$ cat src/hw/rtl/tmrv_pkg.sv
// ----------------------------------------------------------------------------
// tmrv_pkg
// Shared types and constants of the triple-redundant voted register file.
// ----------------------------------------------------------------------------
package tmrv_pkg;

  // Number of redundant copies per field
  localparam int unsigned NUM_COPIES = 3;

  // Field widths
  localparam int unsigned MODE_W  = 4;
  localparam int unsigned BATT_W  = 15;
  localparam int unsigned TIME_W  = 32;
  localparam int unsigned SEQ_W   = 16;
  localparam int unsigned DATA_W  = 32;
  localparam int unsigned COUNT_W = 32;

  // Reset values and limits (battery in Q8 percent)
  localparam logic [MODE_W-1:0] SAFE_CODE_RESET = 4'd1;
  localparam logic [BATT_W-1:0] BATT_RESET_Q8   = 15'd12800;
  localparam logic [BATT_W-1:0] BATT_FULL_Q8    = 15'd25600;

  // Command codes
  typedef enum logic [3:0] {
    OP_WR_MODE  = 4'd0,
    OP_WR_BATT  = 4'd1,
    OP_WR_TIME  = 4'd2,
    OP_WR_SEQ   = 4'd3,
    OP_RD_MODE  = 4'd4,
    OP_RD_BATT  = 4'd5,
    OP_RD_TIME  = 4'd6,
    OP_RD_SEQ   = 4'd7,
    OP_SCRUB    = 4'd8,
    OP_INJECT   = 4'd9
  } tmrv_op_e;

  // Field codes for fault injection
  typedef enum logic [1:0] {
    FLD_MODE = 2'd0,
    FLD_BATT = 2'd1,
    FLD_TIME = 2'd2,
    FLD_SEQ  = 2'd3
  } tmrv_field_e;

  // Request transaction
  typedef struct packed {
    logic [3:0]        opcode;
    logic [1:0]        field_select;
    logic [1:0]        copy_index;
    logic [DATA_W-1:0] value;
  } tmrv_req_t;

  // Result transaction
  typedef struct packed {
    logic [DATA_W-1:0]  read_value;
    logic               no_majority;
    logic               corrected;
    logic [COUNT_W-1:0] correction_count;
  } tmrv_rsp_t;

  // Agreement status of one set of copies
  typedef struct packed {
    logic all_differ;
    logic all_equal;
  } tmrv_vote_flags_t;

endpackage

$ cat src/hw/rtl/tmrv_vote.sv
// ----------------------------------------------------------------------------
// tmrv_vote
// Two-of-three majority voter; with no majority it picks the largest copy
// or a fallback value.
// ----------------------------------------------------------------------------
module tmrv_vote #(
  parameter int unsigned W = 32
) (
  input  logic [W-1:0]                c0_i,
  input  logic [W-1:0]                c1_i,
  input  logic [W-1:0]                c2_i,
  input  logic                        use_max_i,
  input  logic [W-1:0]                fallback_i,
  output logic [W-1:0]                winner_o,
  output tmrv_pkg::tmrv_vote_flags_t  flags_o
);
  import tmrv_pkg::*;

  logic         eq01, eq02, eq12;
  logic [W-1:0] max01, max_all;

  // Compare copies pairwise
  assign eq01 = (c0_i == c1_i);
  assign eq02 = (c0_i == c2_i);
  assign eq12 = (c1_i == c2_i);

  // Find the largest copy
  assign max01   = (c1_i > c0_i) ? c1_i : c0_i;
  assign max_all = (c2_i > max01) ? c2_i : max01;

  // Pick the majority, else largest or fallback
  always_comb begin
    if (eq01 || eq02) begin
      winner_o = c0_i;
    end else if (eq12) begin
      winner_o = c1_i;
    end else if (use_max_i) begin
      winner_o = max_all;
    end else begin
      winner_o = fallback_i;
    end
  end

  assign flags_o.all_differ = !eq01 && !eq02 && !eq12;
  assign flags_o.all_equal  = eq01 && eq12;

endmodule

$ cat src/hw/rtl/tmrv_batt_vote.sv
// ----------------------------------------------------------------------------
// tmrv_batt_vote
// Battery voter: floored average of the closest pair of copies, and the
// index of the odd copy that takes the average.
// ----------------------------------------------------------------------------
module tmrv_batt_vote (
  input  logic [tmrv_pkg::BATT_W-1:0] b0_i,
  input  logic [tmrv_pkg::BATT_W-1:0] b1_i,
  input  logic [tmrv_pkg::BATT_W-1:0] b2_i,
  output logic [tmrv_pkg::BATT_W-1:0] avg_o,
  output logic [1:0]                  repair_idx_o,
  output logic                        all_differ_o
);
  import tmrv_pkg::*;

  logic [BATT_W-1:0] d01, d02, d12;
  logic [BATT_W-1:0] pa, pb;
  logic [BATT_W:0]   pair_sum;

  // Pairwise distances
  assign d01 = (b0_i > b1_i) ? (b0_i - b1_i) : (b1_i - b0_i);
  assign d02 = (b0_i > b2_i) ? (b0_i - b2_i) : (b2_i - b0_i);
  assign d12 = (b1_i > b2_i) ? (b1_i - b2_i) : (b2_i - b1_i);

  // Choose the closest pair; ties favor the lower pair
  always_comb begin
    if (d01 <= d02 && d01 <= d12) begin
      pa = b0_i; pb = b1_i; repair_idx_o = 2'd2;
    end else if (d02 <= d01 && d02 <= d12) begin
      pa = b0_i; pb = b2_i; repair_idx_o = 2'd1;
    end else begin
      pa = b1_i; pb = b2_i; repair_idx_o = 2'd0;
    end
  end

  // Average rounded down
  assign pair_sum = {1'b0, pa} + {1'b0, pb};
  assign avg_o    = pair_sum[BATT_W:1];

  assign all_differ_o = (b0_i != b1_i) && (b0_i != b2_i) && (b1_i != b2_i);

endmodule

$ cat src/hw/rtl/tmr_voted_register_file_top.sv
// ----------------------------------------------------------------------------
// tmr_voted_register_file_top
// Triple-redundant register file with voted reads, scrub and fault inject.
// ----------------------------------------------------------------------------
// Usage:
//   Commands enter on start_i/req_i and are taken at any clock edge with
//   start_i high and busy_o low. busy_o stays low, so one command can be
//   issued every cycle. Each command gives exactly one result transaction on
//   rsp_o, marked by rsp_valid_o for a single cycle, once the command has passed
//   the input register and then the result register. The
//   receiver cannot stall; results must be sampled when rsp_valid_o is high.
//   Commands apply in order: each one sees the copies as left by the one
//   before, since the voting and repair fit between the two registers.
//   The user must write the safe mode code through cfg_we_i/cfg_wdata_i only
//   while no command is in flight; the block itself does not enforce this.
//   Reset (rst_ni low, asynchronous) clears the pipeline valid bits, sets the
//   mode, timestamp and sequence copies and the correction count to zero,
//   the battery copies to fifty percent and the safe code to one.
// ----------------------------------------------------------------------------
module tmr_voted_register_file_top (
  input  logic                          clk_i,
  input  logic                          rst_ni,
  input  logic                          start_i,
  output logic                          busy_o,
  input  tmrv_pkg::tmrv_req_t           req_i,
  output logic                          rsp_valid_o,
  output tmrv_pkg::tmrv_rsp_t           rsp_o,
  input  logic                          cfg_we_i,
  input  logic [tmrv_pkg::MODE_W-1:0]   cfg_wdata_i
);
  import tmrv_pkg::*;

  // Input register
  logic      req_valid_q;
  tmrv_req_t req_q;

  // Result register
  logic      rsp_valid_q;
  tmrv_rsp_t rsp_q, rsp_d;

  // Safe mode code
  logic [MODE_W-1:0] safe_code_q;

  // Redundant copies and scrub counter
  logic [MODE_W-1:0]  mode_q [NUM_COPIES];
  logic [MODE_W-1:0]  mode_d [NUM_COPIES];
  logic [BATT_W-1:0]  batt_q [NUM_COPIES];
  logic [BATT_W-1:0]  batt_d [NUM_COPIES];
  logic [TIME_W-1:0]  time_q [NUM_COPIES];
  logic [TIME_W-1:0]  time_d [NUM_COPIES];
  logic [SEQ_W-1:0]   seq_q  [NUM_COPIES];
  logic [SEQ_W-1:0]   seq_d  [NUM_COPIES];
  logic [COUNT_W-1:0] count_q, count_d;

  // Voter results
  logic [MODE_W-1:0]  mode_win;
  logic [TIME_W-1:0]  time_win;
  logic [SEQ_W-1:0]   seq_win;
  logic [BATT_W-1:0]  batt_avg;
  logic [1:0]         batt_idx;
  logic               batt_differ;
  tmrv_vote_flags_t   mode_flags, time_flags, seq_flags;
  logic [BATT_W-1:0]  batt_wr;

  // Every command completes in one pass, so commands are always taken
  assign busy_o = 1'b0;

  // Vote the mode copies, safe code on total disagreement
  tmrv_vote #(.W(MODE_W)) u_vote_mode (
    .c0_i       (mode_q[0]),
    .c1_i       (mode_q[1]),
    .c2_i       (mode_q[2]),
    .use_max_i  (1'b0),
    .fallback_i (safe_code_q),
    .winner_o   (mode_win),
    .flags_o    (mode_flags)
  );

  // Vote the timestamp copies, largest on total disagreement
  tmrv_vote #(.W(TIME_W)) u_vote_time (
    .c0_i       (time_q[0]),
    .c1_i       (time_q[1]),
    .c2_i       (time_q[2]),
    .use_max_i  (1'b1),
    .fallback_i ('0),
    .winner_o   (time_win),
    .flags_o    (time_flags)
  );

  // Vote the sequence copies, largest on total disagreement
  tmrv_vote #(.W(SEQ_W)) u_vote_seq (
    .c0_i       (seq_q[0]),
    .c1_i       (seq_q[1]),
    .c2_i       (seq_q[2]),
    .use_max_i  (1'b1),
    .fallback_i ('0),
    .winner_o   (seq_win),
    .flags_o    (seq_flags)
  );

  // Average the closest battery pair
  tmrv_batt_vote u_vote_batt (
    .b0_i         (batt_q[0]),
    .b1_i         (batt_q[1]),
    .b2_i         (batt_q[2]),
    .avg_o        (batt_avg),
    .repair_idx_o (batt_idx),
    .all_differ_o (batt_differ)
  );

  // Saturate battery write data at full charge
  assign batt_wr = (req_q.value > DATA_W'(BATT_FULL_Q8)) ? BATT_FULL_Q8
                                                        : req_q.value[BATT_W-1:0];

  // Decode the command, update copies and form the result
  always_comb begin
    mode_d  = mode_q;
    batt_d  = batt_q;
    time_d  = time_q;
    seq_d   = seq_q;
    count_d = count_q;
    rsp_d   = '0;
    if (req_valid_q) begin
      unique case (req_q.opcode)
        OP_WR_MODE: begin
          mode_d = '{default: req_q.value[MODE_W-1:0]};
        end
        OP_WR_BATT: begin
          batt_d = '{default: batt_wr};
        end
        OP_WR_TIME: begin
          time_d = '{default: req_q.value[TIME_W-1:0]};
        end
        OP_WR_SEQ: begin
          seq_d = '{default: req_q.value[SEQ_W-1:0]};
        end
        OP_RD_MODE: begin
          rsp_d.no_majority = mode_flags.all_differ;
          rsp_d.read_value  = DATA_W'(mode_win);
          mode_d            = '{default: mode_win};
        end
        OP_RD_BATT: begin
          rsp_d.no_majority = batt_differ;
          rsp_d.read_value  = DATA_W'(batt_avg);
          batt_d[batt_idx]  = batt_avg;
        end
        OP_RD_TIME: begin
          rsp_d.no_majority = time_flags.all_differ;
          rsp_d.read_value  = DATA_W'(time_win);
          time_d            = '{default: time_win};
        end
        OP_RD_SEQ: begin
          rsp_d.no_majority = seq_flags.all_differ;
          rsp_d.read_value  = DATA_W'(seq_win);
          seq_d             = '{default: seq_win};
        end
        OP_SCRUB: begin
          rsp_d.corrected  = !mode_flags.all_equal || !time_flags.all_equal;
          mode_d           = '{default: mode_win};
          time_d           = '{default: time_win};
          batt_d[batt_idx] = batt_avg;
          seq_d            = '{default: seq_win};
          if (rsp_d.corrected) begin
            count_d = count_q + 1'b1;
          end
        end
        OP_INJECT: begin
          // Drop injects aimed at a copy that does not exist
          if (32'(req_q.copy_index) < NUM_COPIES) begin
            unique case (req_q.field_select)
              FLD_MODE: mode_d[req_q.copy_index] = req_q.value[MODE_W-1:0];
              FLD_BATT: batt_d[req_q.copy_index] = req_q.value[BATT_W-1:0];
              FLD_TIME: time_d[req_q.copy_index] = req_q.value[TIME_W-1:0];
              default:  seq_d[req_q.copy_index]  = req_q.value[SEQ_W-1:0];
            endcase
          end
        end
        default: begin
        end
      endcase
    end
    rsp_d.correction_count = count_d;
  end

  // Hold copies, counter, safe code and pipeline valid bits
  always_ff @(posedge clk_i or negedge rst_ni) begin
    if (!rst_ni) begin
      req_valid_q <= 1'b0;
      rsp_valid_q <= 1'b0;
      safe_code_q <= SAFE_CODE_RESET;
      mode_q      <= '{default: '0};
      batt_q      <= '{default: BATT_RESET_Q8};
      time_q      <= '{default: '0};
      seq_q       <= '{default: '0};
      count_q     <= '0;
    end else begin
      req_valid_q <= start_i && !busy_o;
      rsp_valid_q <= req_valid_q;
      if (cfg_we_i) begin
        safe_code_q <= cfg_wdata_i;
      end
      mode_q  <= mode_d;
      batt_q  <= batt_d;
      time_q  <= time_d;
      seq_q   <= seq_d;
      count_q <= count_d;
    end
  end

  // Capture the incoming transaction and the result payload
  always_ff @(posedge clk_i) begin
    if (start_i && !busy_o) begin
      req_q <= req_i;
    end
    if (req_valid_q) begin
      rsp_q <= rsp_d;
    end
  end

  assign rsp_valid_o = rsp_valid_q;
  assign rsp_o       = rsp_q;

endmodule

$ cat config.mk
export PLATFORM = sky130hd
export DESIGN_NAME = tmr_voted_register_file_top
export DESIGN_NICKNAME = d
export VERILOG_FILES = /design/src/hw/rtl/tmrv_pkg.sv /design/src/hw/rtl/tmrv_vote.sv /design/src/hw/rtl/tmrv_batt_vote.sv /design/src/hw/rtl/tmr_voted_register_file_top.sv
export SDC_FILE = /design/constraint.sdc
export NUM_CORES = 2
export LEC_CHECK = 0
export ABC_CLOCK_PERIOD_IN_PS = 10500
export BUFFER_PORTS_ARGS = -buffer_cell sky130_fd_sc_hd__clkbuf_2
export CAP_MARGIN = 25
export CORE_MARGIN = 2
export CORE_UTILIZATION = 45
export CTS_CLUSTER_SIZE = 28
export DETAILED_ROUTE_END_ITERATION = 12
export PLACE_DENSITY_LB_ADDON = 0.15
export REMOVE_ABC_BUFFERS = 1
export SYNTH_ARGS = -nofsm -noshare
export SYNTH_HDL_FRONTEND = slang
export SYNTH_SLANG_ARGS = --single-unit
$ cat constraint.sdc
create_clock -name clk_i -period 10.5 [get_ports clk_i]
set_input_delay 0 -clock clk_i [delete_from_list [all_inputs] [get_ports clk_i]]
set_output_delay 0 -clock clk_i [all_outputs]
set_load 0.01 [all_outputs]
== After elaboration in Yosys (flattened, before gate mapping) ==
Index checks and enable logic that the tools add are counted.

* Word-level logic and storage cells: 173
* Bits of input ports: 48
* Register bits after elaboration: 345
* Output and inout bits: 68

* Equal/unequal tests: 28
* Add/subtract/negate cells: 8
* Reduce and logical (&&, ||, !) cells: 44
* Mux-type cells: 50
* Magnitude comparators: 17
* Bitwise gates (word level): 2

{| class="wikitable"
|+ Operators by type and width
! operator !! count
|-
| $pmux 96 s3 || 1
|-
| $mux 32 || 8
|-
| $mux 96 || 2
|-
| $pmux 48 s3 || 1
|-
| $mux 15 || 9
|-
| $pmux 45 s3 || 1
|-
| $pmux 33 s4 || 1
|-
| $bwmux 96 || 1
|-
| $eq 32x32->1 || 3
|-
| $mux 48 || 2
|-
| $bwmux 45 || 2
|-
| $mux 45 || 2
|-
| $sub 15x15->15 || 6
|-
| $mux 16 || 5
|-
| $demux 32 s2 || 1
|-
| $gt 32x32->1 || 2
|-
| $demux 15 s2 || 2
|-
| $le 15x15->1 || 4
|-
| $bwmux 48 || 1
|-
| $eq 16x16->1 || 3
|-
| $gt 15x15->1 || 3
|-
| $ne 15x15->1 || 3
|-
| $pmux 12 s3 || 1
|-
| $add 32x1->32 const B || 1
|-
| other kinds (31) || 84
|}

== Logic depth before layout (Yosys ltp) ==
* Depth in word-level cells: 13
* Mapped depth: 47
* Depth with buffers taken out: 45

== Hierarchy ==
A second synthesis with hierarchy kept.

* Cells, all modules: 3291
* Area total of the unflattened synthesis: 29712.2 um2

{| class="wikitable"
|+ By module, submodules not included
! module !! cells each !! seq. area each (um2) !! times used !! area each (um2)
|-
| tmr_voted_register_file_top || 1314 || 9176.3 || 1 || 15640.0
|-
| tmrv_batt_vote || 879 || 0.0 || 1 || 6282.3
|-
| tmrv_vote (u_vote_time) || 690 || 0.0 || 1 || 4848.4
|-
| tmrv_vote (u_vote_seq) || 330 || 0.0 || 1 || 2302.2
|-
| tmrv_vote (u_vote_mode) || 78 || 0.0 || 1 || 639.4
|}

== Least setup slack after synthesis ==
Ideal clock, no wire load.

* Path type: register to register
* From: register batt_q[24] (netlist name)
* To: register rsp_q, in the netlist rsp_o[47], data pin
* Path slack: 2.051 ns
* Library setup time: 0.273 ns
* Path buffers: 4
* Arrival time: 8.176 ns
* Required time: 10.227 ns
* Stages on the path, launching flop included: 46
* Clock period less this slack: 8.449 ns
* Cell sequence: dfstp_2 -> inv_1 -> ha_1 -> buf_2 -> nand4_1 -> a2111o_1 -> a31o_2 -> a21oi_4 -> clkbuf_1 -> a21oi_1 -> a31oi_1 -> o21ai_0 -> nand2_1 -> nand2_1 -> nand2_1 -> nand2_1 -> a221oi_1 -> xnor2_1 -> (+10 left out) -> clkbuf_1 -> o21ai_0 -> fa_1 -> a21o_1 -> a21oi_1 -> o21bai_1 -> a21oi_1 -> o21bai_1 -> a21oi_1 -> o21bai_1 -> a21oi_1 -> o21bai_1 -> a21oi_1 -> o21bai_1 -> a21oi_1 -> xnor2_1 -> nand3_1 -> o221ai_1

{| class="wikitable"
|+ RTL lines
! what !! RTL line !! source
|-
| from (decl) || tmr_voted_register_file_top.sv:47 || <nowiki>logic [BATT_W-1:0] batt_q [NUM_COPIES];</nowiki>
|-
| from (signal assigned) || tmr_voted_register_file_top.sv:203 || <nowiki>batt_q <= batt_d;</nowiki>
|-
| to (signal assigned) || tmr_voted_register_file_top.sv:216 || <nowiki>rsp_q <= rsp_d;</nowiki>
|-
| to (decl) || tmr_voted_register_file_top.sv:39 || <nowiki>tmrv_rsp_t rsp_q, rsp_d;</nowiki>
|}

==> results.yml <==
layout:
  fin_area_um2: 30600
  drive_gt1_share_pct: 9.97
  area_growth_pct: 12.0
  fin_nets: 3485
  n_fill_cell: 5635
  final_cell_count_no_fill: 4012
drt:
  via_count: 26000
  wirelength_um: 105000
  vias_per_cell: 6.48
  drcViolationCount: 0
  dr.pass1.iters: 6
  postRouteAntennaNets: 0
  wl_per_cell_um: 26.2
  initialDrtViolationCount: 2632
setup_path:
  crit_start: "batt_q[1]"
  cp_slowest_cell: "a21boi_0"
  cp_top_family: "compound AO/OA/AOI/OAI gates"
  cp_max_fo: 11
  rr_startpoint: "batt_q[1]"
  cpMostUsedCell: "a21oi_1"
  critPathArrivalTime_ns: 10.00
  crit_cells: 39
  timing.rr.end: "rsp_o[47]"
  startpoint_type: "register"
  crit_path_max_incr_delay_ns: 0.82
  reg2reg_slack_ns: 0.81
  cp-endpoint: "rsp_o[47]"
  criticalPathCategory: "register to register"
  crit_required_ns: 10.81
  r2r_cells: 39
  endpoint_kind: "register"
  crit_buf_inv: 2
synthesis:
  synthMuxAreaShare_pct: 3.52
  yosysWarnings: 0
  synth_simple_gate_area_share_pct: 14.0
  synth_cells: 3129
  synth_compound_area_share_pct: 26.4
  synth_area_per_cell_um2: 8.73
  synth_cell_types: 85
  synth_edf_count: 106
  ys_seq_area_share_pct: 33.6
  syn_area_um2: 27300
  yosys.area_share.xor_xnor_pct: 6.32
  synth_ff_type: "dfrtp_1"
  synth_fa_ha_area_share_pct: 11.3
  synthArstFlopShare_pct: 69.3
  synth_top_family_by_area: "compound AO/OA/AOI/OAI gates"
  synth-seq-cells: 345
cts:
  cts_tree: "yes"
  insertion_delay_ns: 0.59
  h-tree-depth: 2
  cts.sinks: 345
  clkTransAtPathRegs_ns: 0.07
  ctsRootBufferMaster: "clkbuf_16"
  cts_buffer_depth: 3
  cts_made_buffers: 41
timing:
  timing.final.crit_share_pct: 92.3
  worst_slack_ns: 0.805
  tns_ns: 0
  fmax_mhz: 103
  fin_worst_skew_ns: 0.0147
  worstMarginPinSlew_ns: 1.16
  max_slew_margin_pct: 22.4
  hold_viol: 0
  rsz0062_at_grt: "false"
  fin_crit_ns: 9.69
  setup_viol: 0
  finalMaxSlewViolations: 0
die:
  fp.dieW_um: 250
  die_h_um: 250
  rows: 90
  die_area_um2: 62700
  ioPinCount: 116
  start_util_pct: 45.4
  core_um2: 60200
placed_design:
  dpl_worst_slack_ns: 0.666
  dpl.cell_count: 3879
  port_buffers: 114
  gp_congestion: 0.994
  place_hpwl_um: 75300
  dpl_cell_area_um2: 28600
global_routing:
  grt_max_degree: 108
  grt_antenna_before_repair: 1
  grt_usage_pct: 32.3
  grt-ovfl-total: 0
  grt_pass1_vias: 24900
  grt_pass1_wl_um: 155000
hold_path:
  min_path_type: "input pin to asynchronous set/reset pin"
run_status:
  outcome: "finished clean"
flow_run:
  maxCapViolCount: 0
flip-flops by register name (all words and copies together), names as in the netlist:
name / flops
batt_q: 45
count_q: 32
mode_q: 12
req_q: 40
req_valid_q: 1
rsp_o: 66
rsp_valid_o: 1
safe_code_q: 4
seq_q: 48
time_q: 96
layout make-up:
cell class / instances / area [um^2] / share of cell area, %
flip-flops and latches: 345 / 9180 / 30.0
clock inverters: 24 / 248 / 0.810
clock buffers: 52 / 1150 / 3.76
repair buffers: 217 / 1510 / 4.92
well taps: 782 / 978 / 3.20
multi-input cells: 2429 / 16900 / 55.3
diodes: 1 / 2.50 / 0.00818
inverters: 162 / 608 / 1.99
metrics by stage:
step	utilization [%]	hold slack (ns)
final	50.8	0.00487
after global placement	47.4	0.110
after global routing	50.8	0.0978
after floorplan	-	-0.296
after CTS	50.7	0.0881
after detailed placement	47.5	0.120
cell usage in the layout (no fill, tap or decap), types with 16 or more instances in the layout:
cell type / Yosys / routed
clkbuf_16: 0 / 43
o21a_1: 38 / 38
nor3_1: 34 / 31
a211oi_1: 25 / 25
nand4_1: 58 / 58
or3_1: 22 / 21
buf_4: 1 / 49
a21oi_1: 316 / 313
mux2_2: 16 / 16
a221oi_1: 51 / 51
nor4_1: 27 / 26
edfxtp_1: 106 / 106
o211ai_1: 17 / 17
nor2_1: 206 / 201
a32o_1: 16 / 16
a221o_1: 117 / 117
nand2b_1: 27 / 26
mux2i_1: 75 / 75
a31oi_1: 20 / 20
nand2_1: 238 / 236
clkbuf_2: 0 / 113
dlygate4sd3_1: 0 / 50
dfrtp_1: 229 / 228
o21ai_0: 286 / 286
o21bai_1: 30 / 29
nand3_1: 94 / 94
xor2_1: 64 / 64
a21o_1: 67 / 67
ha_1: 234 / 234
inv_1: 161 / 161
and3_1: 33 / 33
xnor2_1: 125 / 125
nor2b_1: 33 / 33
cells by family (layout without fill, tap and decap cells):
| group | after synthesis | in the layout |
|---|---|---|
| AOI/OAI and AO/OA | 1093 | 1095 |
| and+or+nand+nor | 805 | 805 |
| buffers and inverters | 357 | 455 |
| DFF | 345 | 345 |
| adders and majority gates | 242 | 242 |
| xor gates and xnor gates | 193 | 193 |
| muxes | 93 | 93 |
| other | 1 | 2 |
metal layers:
layer / share of wire, % / vias to the layer above / GRT usage [%] / wire [um]
met5: 0.012 / - / 0 / 13
met4: 4.2 / 2 / 13.5 / 4360
met3: 8.7 / 240 / 6.39 / 9090
met2: 45 / 1286 / 51.0 / 47400
met1: 42 / 12700 / 43.3 / 44100
li1: - / 11700 / - / -
how the worst min path moves through the flow:
stage,slack (ns),cells after the start,to,start
after global routing,0.1,2,count_q[23],rst_ni
after global placement,0.11,1,count_q[23],rst_ni
after floorplan,-0.30,0,batt_q[0],rst_ni
after CTS,0.09,2,count_q[23],rst_ni
after detailed placement,0.12,1,count_q[23],rst_ni
final,0.005,2,count_q[23],rst_ni
synth_stat cells (all sizes together) (4+ instances only):
library cell	number	share of area, %
a21oi	319	5.9
o21ai	296	5.4
nand2	238	3.3
ha	234	11
dfrtp	229	21
nor2	206	2.8
clkbuf	181	2.5
inv	162	2.2
xnor2	128	4.2
a221o	117	4.3
edfxtp	106	12
nand3	94	1.7
mux2i	75	2.7
a21o	67	1.8
xor2	64	2.1
nand4	59	1.4
a221oi	51	1.6
o21a	38	1.0
nor3	35	0.66
and3	33	0.76
nor2b	33	0.76
o21bai	30	0.82
nor4	29	0.74
nand2b	27	0.62
a211oi	26	0.76
or3	23	0.54
a31oi	20	0.46
mux2	18	0.77
o211ai	17	0.47
a32o	16	0.59
buf	14	0.23
o311ai	14	0.45
a21boi	11	0.30
and2	11	0.25
dfstp	10	0.96
or2	8	0.18
a311oi	7	0.22
a31o	7	0.22
a32oi	7	0.22
fa	7	0.51
o31ai	6	0.16
a2111oi	5	0.16
o221ai	5	0.16
a211o	4	0.13
timing repair:
action / in CTS / in global routing
hold buffers: 50 / 0
buffers inserted: 0 / 3
gates resized for setup: 0 / 1
endpoints found under the setup margin: 0 / 12
hold endpoints to repair: 148 / 0
Power is left out: the tool's default activity adds up to more than one toggle a clock period on the data nets, which glitch-free logic cannot reach.
